[config.mk]
export PLATFORM = sky130hd
export DESIGN_NAME = ring_time_interp_search
export DESIGN_NICKNAME = d
export VERILOG_FILES = /design/src/hdl/rtis_pkg.sv /design/src/hdl/rtis_ram.sv /design/src/hdl/ring_time_interp_search.sv
export SDC_FILE = /design/constraint.sdc
export NUM_CORES = 2
export LEC_CHECK = 0
export BUFFER_PORTS_ARGS = -buffer_cell sky130_fd_sc_hd__buf_2
export CORE_AREA = 2 2 502 504
export CTS_CLUSTER_DIAMETER = 50
export DETAILED_ROUTE_END_ITERATION = 8
export DIE_AREA = 0 0 504 506
export GPL_ROUTABILITY_DRIVEN = 1
export GPL_TIMING_DRIVEN = 0
export HOLD_SLACK_MARGIN = 0.1
export MAX_ROUTING_LAYER = met4
export PLACE_DENSITY = 0.62
export SLEW_MARGIN = 20
export SYNTH_ARGS = -nofsm -noshare
export SYNTH_HDL_FRONTEND = slang
export SYNTH_HIERARCHICAL = 1
export SYNTH_SLANG_ARGS = --single-unit
[constraint.sdc]
create_clock -name i_clk -period 11.4 [get_ports i_clk]
set_input_delay 1.14 -clock i_clk [delete_from_list [all_inputs] [get_ports i_clk]]
set_output_delay 1.14 -clock i_clk [all_outputs]
set_load 0.01 [all_outputs]
[src/hdl/rtis_pkg.sv]
package rtis_pkg;

    localparam int DEF_DEPTH       = 64;
    localparam int DEF_TIME_WIDTH  = 32;
    localparam int DEF_WEIGHT_FRAC = 16;

    // result classification
    localparam logic [1:0] CASE_EXACT  = 2'd0;
    localparam logic [1:0] CASE_BEFORE = 2'd1;
    localparam logic [1:0] CASE_AFTER  = 2'd2;
    localparam logic [1:0] CASE_INTERP = 2'd3;

    typedef enum logic [3:0] {
        ST_CLEAR,
        ST_IDLE,
        ST_SCAN,
        ST_DRAIN,
        ST_DECIDE,
        ST_NWAIT,
        ST_WPREP,
        ST_DIV,
        ST_DONE
    } t_state;

endpackage

[src/hdl/rtis_ram.sv]
module rtis_ram #(
    parameter int WIDTH = 32,
    parameter int DEPTH = 64
) (
    input  logic                     i_clk,
    input  logic                     i_we,
    input  logic [$clog2(DEPTH)-1:0] i_waddr,
    input  logic [WIDTH-1:0]         i_wdata,
    input  logic [$clog2(DEPTH)-1:0] i_raddr,
    output logic [WIDTH-1:0]         o_rdata
);

    logic [WIDTH-1:0] r_mem [DEPTH];
    logic [WIDTH-1:0] r_rdata;

    always_ff @(posedge i_clk) begin
        if (i_we) begin
            r_mem[i_waddr] <= i_wdata;
        end
        r_rdata <= r_mem[i_raddr];
    end

    assign o_rdata = r_rdata;

endmodule

[src/hdl/ring_time_interp_search.sv]
// Ring of timestamps with a nearest-entry search and interpolation weights.
//
// Input channel (i_valid / o_ready): an item is either a write (req_type 0),
// storing entry_time into slot entry_index and optionally marking that slot
// as newest, or a query (req_type 1) for query_time. Writes give no result;
// a write to a slot not below DEPTH is dropped, newest mark included.
// Output channel (o_valid / i_ready): one result item per query, holding two
// bracketing slots, their Q(WEIGHT_FRAC) weights and a case code.
// Throughput: a write leaves the block idle and ready for the next item. A
// query holds the input off until its result is in the output register;
// the input is ready again in the same cycle as that result is offered. The
// single read port of the timestamp RAM is stepped once per slot, then the
// weight comes from a restoring divider giving one quotient bit per cycle.
// Reset: the newest slot becomes DEPTH - 1 and a clearing pass writes zero to
// every slot, one per cycle; o_ready stays low meanwhile.
// Stall: a finished result sits in the output register until taken; the
// block goes on taking writes and can start the next query, but it will not
// overwrite a result that is still waiting.
module ring_time_interp_search
    import rtis_pkg::*;
#(
    parameter int DEPTH       = DEF_DEPTH,
    parameter int TIME_WIDTH  = DEF_TIME_WIDTH,
    parameter int WEIGHT_FRAC = DEF_WEIGHT_FRAC
) (
    input  logic        i_clk,
    input  logic        i_rst_n,
    // request channel
    input  logic        i_valid,
    output logic        o_ready,
    input  logic        i_req_type,
    input  logic [5:0]  i_entry_index,
    input  logic [31:0] i_entry_time,
    input  logic        i_marks_newest,
    input  logic [31:0] i_query_time,
    // result channel
    output logic        o_valid,
    input  logic        i_ready,
    output logic [5:0]  o_first_index,
    output logic [5:0]  o_second_index,
    output logic [16:0] o_first_weight,
    output logic [16:0] o_second_weight,
    output logic [1:0]  o_case_code
);

    localparam int AW = $clog2(DEPTH);
    localparam int TW = TIME_WIDTH;
    localparam int WF = WEIGHT_FRAC;
    localparam int WW = WEIGHT_FRAC + 1;
    localparam int CW = $clog2(WEIGHT_FRAC);

    localparam logic [AW-1:0] LAST     = AW'(DEPTH - 1);
    localparam logic [WW-1:0] W_ONE    = WW'(1) << WF;
    localparam logic [CW-1:0] DIV_LAST = CW'(WF - 1);

    t_state r_state, n_state;

    // RAM port
    logic          mem_we;
    logic [AW-1:0] mem_waddr;
    logic [TW-1:0] mem_wdata;
    logic [AW-1:0] mem_raddr;
    logic [TW-1:0] mem_rdata;

    // request decode
    logic [TW+31:0] entry_time_ext;
    logic [TW+31:0] query_time_ext;
    logic [TW-1:0]  entry_time_m;
    logic [AW+5:0]  entry_slot_ext;
    logic [AW-1:0]  entry_slot;
    logic           slot_ok;
    logic           acc_write;
    logic           acc_query;

    // ring pointers
    logic [AW-1:0] r_newest;
    logic [AW-1:0] oldest;
    logic [AW-1:0] r_addr;

    // scan pipeline: read stage, distance stage, compare stage
    logic          r_rd_vld;
    logic [AW-1:0] r_rd_idx;
    logic          r_d_vld;
    logic [AW-1:0] r_d_idx;
    logic [TW-1:0] r_d;
    logic          r_d_old;
    logic          r_d_new;
    logic [TW-1:0] r_d_time;

    logic [TW-1:0] r_q;
    logic [TW-1:0] r_best;
    logic [AW-1:0] r_n;
    logic [TW-1:0] r_t_n;
    logic [TW-1:0] r_t_old;
    logic [TW-1:0] r_t_new;

    // decision and weight
    logic          below;
    logic [AW-1:0] nbr;
    logic          r_below;
    logic [AW-1:0] r_i1;
    logic [AW-1:0] r_i2;
    logic [1:0]    r_code;
    logic [WW-1:0] r_w1;
    logic          dec_edge;

    logic [TW-1:0] t1;
    logic [TW-1:0] t2;
    logic [TW-1:0] r_num;
    logic [TW-1:0] r_den;
    logic          r_num_neg;
    logic          r_den_neg;
    logic          wp_special;
    logic [TW-1:0] r_rem;
    logic [CW-1:0] r_cnt;
    logic [TW:0]   rem2;
    logic          div_ge;
    logic [TW:0]   rem_sub;

    // output register
    logic          r_o_valid;
    logic [AW-1:0] r_o_i1;
    logic [AW-1:0] r_o_i2;
    logic [WW-1:0] r_o_w1;
    logic [WW-1:0] r_o_w2;
    logic [1:0]    r_o_code;
    logic          out_free;
    logic [AW+5:0] o_i1_ext;
    logic [AW+5:0] o_i2_ext;
    logic [WW+16:0] o_w1_ext;
    logic [WW+16:0] o_w2_ext;

    rtis_ram #(
        .WIDTH (TW),
        .DEPTH (DEPTH)
    ) u_ram (
        .i_clk   (i_clk),
        .i_we    (mem_we),
        .i_waddr (mem_waddr),
        .i_wdata (mem_wdata),
        .i_raddr (mem_raddr),
        .o_rdata (mem_rdata)
    );

    // ---- request decode: fields fitted to the configured widths ----
    assign entry_time_ext = {{TW{1'b0}}, i_entry_time};
    assign query_time_ext = {{TW{1'b0}}, i_query_time};
    assign entry_time_m   = entry_time_ext[TW-1:0];
    assign entry_slot_ext = {{AW{1'b0}}, i_entry_index};
    assign entry_slot     = entry_slot_ext[AW-1:0];
    assign slot_ok        = {7'b0, i_entry_index} < 13'(DEPTH);
    assign acc_write      = (r_state == ST_IDLE) && i_valid && !i_req_type;
    assign acc_query      = (r_state == ST_IDLE) && i_valid && i_req_type;

    // oldest entry sits just after the newest, with wrap-around
    assign oldest = (r_newest == LAST) ? '0 : r_newest + AW'(1);

    // ---- decision terms ----
    assign below    = r_t_n < r_q;
    assign dec_edge = (r_best == '0) || (r_q < r_t_old) || (r_q > r_t_new);
    always_comb begin
        if (below) begin
            nbr = (r_n == LAST) ? '0 : r_n + AW'(1);
        end else begin
            nbr = (r_n == '0) ? LAST : r_n - AW'(1);
        end
    end

    // neighbour arrives from the RAM in ST_NWAIT
    assign t1 = r_below ? r_t_n : mem_rdata;
    assign t2 = r_below ? mem_rdata : r_t_n;

    assign wp_special = (r_den == '0) || (r_num == '0) || (r_num_neg != r_den_neg) ||
                        (r_num >= r_den);

    // restoring divider step: remainder stays below the divisor
    assign rem2    = {r_rem, 1'b0};
    assign div_ge  = rem2 >= {1'b0, r_den};
    assign rem_sub = rem2 - {1'b0, r_den};

    assign out_free = !r_o_valid || i_ready;

    // ---- next state ----
    always_comb begin
        n_state = r_state;
        case (r_state)
            ST_CLEAR: begin
                if (r_addr == LAST) n_state = ST_IDLE;
            end
            ST_IDLE: begin
                if (acc_query) n_state = ST_SCAN;
            end
            ST_SCAN: begin
                if (r_addr == LAST) n_state = ST_DRAIN;
            end
            ST_DRAIN: begin
                if (r_d_vld && (r_d_idx == LAST)) n_state = ST_DECIDE;
            end
            ST_DECIDE: begin
                n_state = dec_edge ? ST_DONE : ST_NWAIT;
            end
            ST_NWAIT: begin
                n_state = ST_WPREP;
            end
            ST_WPREP: begin
                n_state = wp_special ? ST_DONE : ST_DIV;
            end
            ST_DIV: begin
                if (r_cnt == DIV_LAST) n_state = ST_DONE;
            end
            ST_DONE: begin
                if (out_free) n_state = ST_IDLE;
            end
            default: begin
                n_state = ST_CLEAR;
            end
        endcase
    end

    // ---- RAM control and handshake ----
    always_comb begin
        mem_we    = 1'b0;
        mem_waddr = entry_slot;
        mem_wdata = entry_time_m;
        mem_raddr = r_addr;
        o_ready   = 1'b0;
        case (r_state)
            ST_CLEAR: begin
                mem_we    = 1'b1;
                mem_waddr = r_addr;
                mem_wdata = '0;
            end
            ST_IDLE: begin
                o_ready = 1'b1;
                mem_we  = acc_write && slot_ok;
            end
            ST_DECIDE: begin
                mem_raddr = nbr;
            end
            default: begin
                mem_we = 1'b0;
            end
        endcase
    end

    // ---- control registers ----
    always_ff @(posedge i_clk) begin
        if (!i_rst_n) begin
            r_state   <= ST_CLEAR;
            r_addr    <= '0;
            r_newest  <= LAST;
            r_rd_vld  <= 1'b0;
            r_d_vld   <= 1'b0;
            r_o_valid <= 1'b0;
        end else begin
            r_state  <= n_state;
            r_rd_vld <= (r_state == ST_SCAN);
            r_d_vld  <= r_rd_vld;

            if ((r_state == ST_CLEAR) || (r_state == ST_SCAN)) begin
                r_addr <= (r_addr == LAST) ? '0 : r_addr + AW'(1);
            end else if (acc_query) begin
                r_addr <= '0;
            end

            if (acc_write && slot_ok && i_marks_newest) begin
                r_newest <= entry_slot;
            end

            if ((r_state == ST_DONE) && out_free) begin
                r_o_valid <= 1'b1;
            end else if (i_ready) begin
                r_o_valid <= 1'b0;
            end
        end
    end

    // ---- datapath ----
    always_ff @(posedge i_clk) begin
        if (acc_query) begin
            r_q <= query_time_ext[TW-1:0];
        end

        // distance stage
        r_rd_idx <= r_addr;
        if (r_rd_vld) begin
            r_d_idx  <= r_rd_idx;
            r_d      <= (mem_rdata >= r_q) ? mem_rdata - r_q : r_q - mem_rdata;
            r_d_time <= mem_rdata;
            r_d_old  <= (r_rd_idx == oldest);
            r_d_new  <= (r_rd_idx == r_newest);
        end

        // compare stage: strict less keeps the lowest slot on ties
        if (r_d_vld) begin
            if ((r_d_idx == '0) || (r_d < r_best)) begin
                r_best <= r_d;
                r_n    <= r_d_idx;
                r_t_n  <= r_d_time;
            end
            if (r_d_old) r_t_old <= r_d_time;
            if (r_d_new) r_t_new <= r_d_time;
        end

        case (r_state)
            ST_DECIDE: begin
                r_below <= below;
                // interpolation takes the neighbour on the far side of the query
                r_i1    <= (!dec_edge && !below) ? nbr : r_n;
                r_i2    <= (!dec_edge && below) ? nbr : r_n;
                if (r_best == '0) begin
                    r_code <= CASE_EXACT;
                    r_w1   <= W_ONE;
                end else if (r_q < r_t_old) begin
                    r_code <= CASE_BEFORE;
                    r_w1   <= '0;
                end else if (r_q > r_t_new) begin
                    r_code <= CASE_AFTER;
                    r_w1   <= W_ONE;
                end else begin
                    r_code <= CASE_INTERP;
                end
            end
            ST_NWAIT: begin
                r_num     <= (t2 >= r_q) ? t2 - r_q : r_q - t2;
                r_num_neg <= r_q > t2;
                r_den     <= (t2 >= t1) ? t2 - t1 : t1 - t2;
                r_den_neg <= t1 > t2;
            end
            ST_WPREP: begin
                r_rem <= r_num;
                r_cnt <= '0;
                if (r_den == '0) begin
                    r_w1 <= W_ONE;
                end else if ((r_num == '0) || (r_num_neg != r_den_neg)) begin
                    r_w1 <= '0;
                end else if (r_num >= r_den) begin
                    r_w1 <= W_ONE;
                end else begin
                    r_w1 <= '0;
                end
            end
            ST_DIV: begin
                r_rem <= div_ge ? rem_sub[TW-1:0] : rem2[TW-1:0];
                r_w1  <= {1'b0, r_w1[WF-2:0], div_ge};
                r_cnt <= r_cnt + CW'(1);
            end
            default: begin
                r_cnt <= r_cnt;
            end
        endcase

        if ((r_state == ST_DONE) && out_free) begin
            r_o_i1   <= r_i1;
            r_o_i2   <= r_i2;
            r_o_w1   <= r_w1;
            r_o_w2   <= W_ONE - r_w1;
            r_o_code <= r_code;
        end
    end

    // ---- result fields, fitted to the port widths ----
    assign o_i1_ext = {6'b0, r_o_i1};
    assign o_i2_ext = {6'b0, r_o_i2};
    assign o_w1_ext = {17'b0, r_o_w1};
    assign o_w2_ext = {17'b0, r_o_w2};

    assign o_valid         = r_o_valid;
    assign o_first_index   = o_i1_ext[5:0];
    assign o_second_index  = o_i2_ext[5:0];
    assign o_first_weight  = o_w1_ext[16:0];
    assign o_second_weight = o_w2_ext[16:0];
    assign o_case_code     = r_o_code;

endmodule

==> flow_summary_export.csv <==
group,metric,value,unit
finish,nets,7892,
grt,grt_pass1_vias,66200,
critical_path,startpoint,"r_below$_DFFE_PP_",
status,status,"finished clean",
cts,post_cts_buffers,0,
placement,dp_hpwl,269,mm
floorplan,die_w,504,um
yosys,seq_area_frac_synth,67.3,%
grt,grt_pass1_wl,509,mm
critical_path,crit_fanout,10,
pwr,vdd_ir_drop_max,0.186,mV
route,ant_nets,0,
placement,pre_cts_ws,2480,ps
floorplan,num_rows,184,
cts,cts_sinks,2524,
sta,hold_viol,0,
critical_path,crit_path_start_kind,"register",
critical_path,path_class,"register to register",
critical_path,cp.arrival,9790,ps
route,num_vias,68000,
cts,cts-root-buf,"clkbuf_16",
yosys,synth-edff-count,2467,
floorplan,die_y,506,um
cts,cts_buffers,293,
worst_hold_path,hold_class,"primary input to register",
grt,grt_use_total,29.4,%
yosys,syn_nets,7266,
finish,layout-drive-gt1-share,20.8,%
pwr,p_clk_share,37.9,%
pwr,leakage,45.1,nW
route,avgRoutedWirePerCell,33.3,um
pwr,power_density,183,nW/um2
critical_path,rr_startpoint,"r_below$_DFFE_PP_",
yosys,synth_seq_cells,2524,
route,initialDrtViolationCount,8681,
yosys,postSynthCellCount,6858,
grt,grt-ovfl-total,0,
floorplan,pin_count,126,
grt,grt_max_degree,46,
cts,worstSkewPairLatency,980,ps
critical_path,required,12030,ps
pwr,pwr-share-comb,17.0,%
critical_path,worst_setup_path_end_kind,"register",
placement,gp_congestion,0.984,
finish,n_fill_cell,20200,
sta,skew,114,ps
route,drt_pre_antenna_iters,8,
pwr,finalPower,24.0,mW
sta,timing.final.crit_period,9170,ps
sta,min_period_over_period,80.4,%
floorplan,fp.dieArea,255000,um2
pwr,p_seq_share,45.1,%
yosys,syn_area,112000,um2
yosys,synth_top_area_share,66.3,%
job,cap_viol_max_count,0,
worst_hold_path,hp-start,"i_query_time[28]",
yosys,synth_top_area_cell,"edfxtp_1",
floorplan,start_util,44.7,%
yosys,synth.area.top_cells,"edfxtp_1 66%, mux4_2 11%, ha_1 3.7%",
cts,htreeDepth,5,
placement,port_buffers,125,
pwr,p_sw,6.62,mW
grt,antenna_found_initial,26,
cts,clk_pin_slew,60,ps
yosys,synthArstFlopShare,0,%
pwr,p_int,17.4,mW
yosys,avgSynthCellArea,16.3,um2
floorplan,core-area,250000,um2
yosys,yosysWarnings,6,
sta,fmax,109,MHz
finish,area.growth.synth_to_final,17.1,%
finish,final_core_utilization,52.4,%
sta,setup_viol,0,
sta,rsz0062_at_grt,"false",
yosys,synth_ff_type,"edfxtp_1",
cts,holdBufCountCts,0,
sta,slew_viol_final,0,
cts,cts_tree,"yes",
yosys,synth.distinct_cells,93,
sta,slew_headroom,15.7,%
cts,cts.repair.resized,0,
route,drcViolationCount,0,
route,drt_wl_total,368,mm
pwr,switching_share,27.6,%
sta,fin_ws,2230,ps
sta,worst_pin_slew,1260,ps
cts,cts.path.max_buffers,4,
route,vias_per_cell,6.15,
path summary, 6_finish.rpt:
kind                                                    end  slack (ps)  cells after the start
worst max register to register          r_num[25]$_DFFE_PP_        2230                     26
worst min-delay path                      r_q[28]$_DFFE_PP_         400                      1
worst max-delay path                    r_num[25]$_DFFE_PP_        2230                     26
worst min register to register  o_second_index[2]$_DFFE_PP_         420                      0
placed cells by master, fill, tap and decap left out, types with 81 or more instances in the layout:
cell,count
nand2_1,307
o22ai_1,93
a21oi_1,345
buf_12,114
inv_1,310
mux4_2,545
nor2b_1,81
ha_1,327
clkbuf_16,303
xnor2_1,101
buf_2,220
edfxtp_1,2467
mux2i_1,175
nor2_1,275
clkbuf_1,205
a21o_1,151
o21ai_0,241
logic make-up (layout without fill, tap and decap cells):
group                      count (synthesis)  in the layout  share of synthesized area, %
DFF                                     2524           2524                          67.3
buffers and inverters                    632           1468                          2.35
other                                      0             20                             0
xor gates and xnor gates                 156            156                          1.22
AOI/OAI and AO/OA                       1209           1209                          6.83
and+or+nand+nor                         1201           1201                          5.23
muxes                                    739            739                          12.7
adders and majority gates                397            397                          4.33
power groups by stage:
stage	Combinational, mW	Clock (mW)	Sequential (mW)
floorplan	2.37	0	10.9
global placement	3.81	0	11.1
detailed placement	4.03	0	11.0
CTS	4.04	9.20	10.8
global route	4.31	9.55	10.8
finish	4.08	9.09	10.8
registers in the layout, summed over array words and instances, names as in the netlist, 17 cells and up:
name / count
r_num: 32
r_d_time: 32
r_q: 32
u_ram/o_rdata: 32
r_w1: 17
r_best: 32
r_d: 32
o_first_weight: 17
u_ram/r_mem: 2048
r_t_n: 32
r_t_old: 32
r_rem: 32
r_den: 32
r_t_new: 32
through the flow:
| step | setup TNS (ps) | instances | instance area, um2 | hold slack [ps] |
|---|---|---|---|---|
| 3_5_place_dp | 0 | 10500 | 122000 | 405 |
| 6_report | 0 | 11100 | 131000 | 397 |
| 2_1_floorplan | 0 | 6858 | 112000 | 385 |
| 4_1_cts | 0 | 11000 | 131000 | 347 |
| 3_3_place_gp | -379360 | 10300 | 117000 | 408 |
| 5_1_grt | 0 | 11100 | 131000 | 358 |
synthesized netlist by cell type (10+ instances only):
library cell	count
a21oi_1	345
o221ai_1	31
a21o_1	151
nand2b_1	69
buf_2	86
ha_1	327
xor2_1	55
a211o_1	10
nand3b_1	12
a22oi_1	16
o21ai_1	14
or3_1	15
inv_1	310
o31ai_1	19
nor3_1	53
and2_1	25
a21boi_0	42
edfxtp_1	2467
buf_4	28
dfxtp_1	57
a311oi_1	11
nor2b_1	114
nor2_1	340
clkbuf_1	175
nand3_1	68
o21a_1	17
nor4_1	39
and3_1	41
o211ai_1	28
mux4_2	545
buf_1	24
mux2i_1	175
o22ai_1	93
nand2_1	307
mux2_2	18
a31oi_1	35
a211oi_1	31
o21ai_0	243
nand4_1	70
maj3_1	63
xnor2_1	101
o21bai_1	31
critical path, cell delays in order, from the launching register on:
cell	delay (ps)
edfxtp_1	470
buf_4	230
buf_2	340
buf_2	420
buf_2	410
buf_2	380
buf_2	350
buf_2	350
clkbuf_1	560
buf_2	390
buf_1	810
nand2_1	90
a21boi_0	250
inv_1	130
ha_1	130
clkbuf_1	380
nand4_1	220
nor4_1	830
and2_1	300
a2111o_1	210
a21oi_1	90
buf_2	300
buf_2	280
mux2i_1	160
a31oi_1	390
o21bai_1	190
xnor2_1	160
cell type report:
cell class,instances,area [um2],share of cell area (%)
diodes,20,50.0,0.0382
repair buffers,331,4790,3.66
flip-flops and latches,2524,75200,57.5
multi-input cells,3702,34700,26.5
clock buffers,358,7830,5.98
well taps,3348,4190,3.20
plain buffers,319,1490,1.14
inverters,313,1170,0.897
clock inverters,147,1440,1.10
metal layers:
metal / vias up / track usage, % / wire length (um)
met5: - / - / 0
met1: 35100 / 36.1 / 136000
li1: 28500 / - / -
met2: 3616 / 46.9 / 176000
met3: 836 / 4.47 / 31100
met4: 0 / 16.1 / 24800
(Power assumes the default switching activity.)
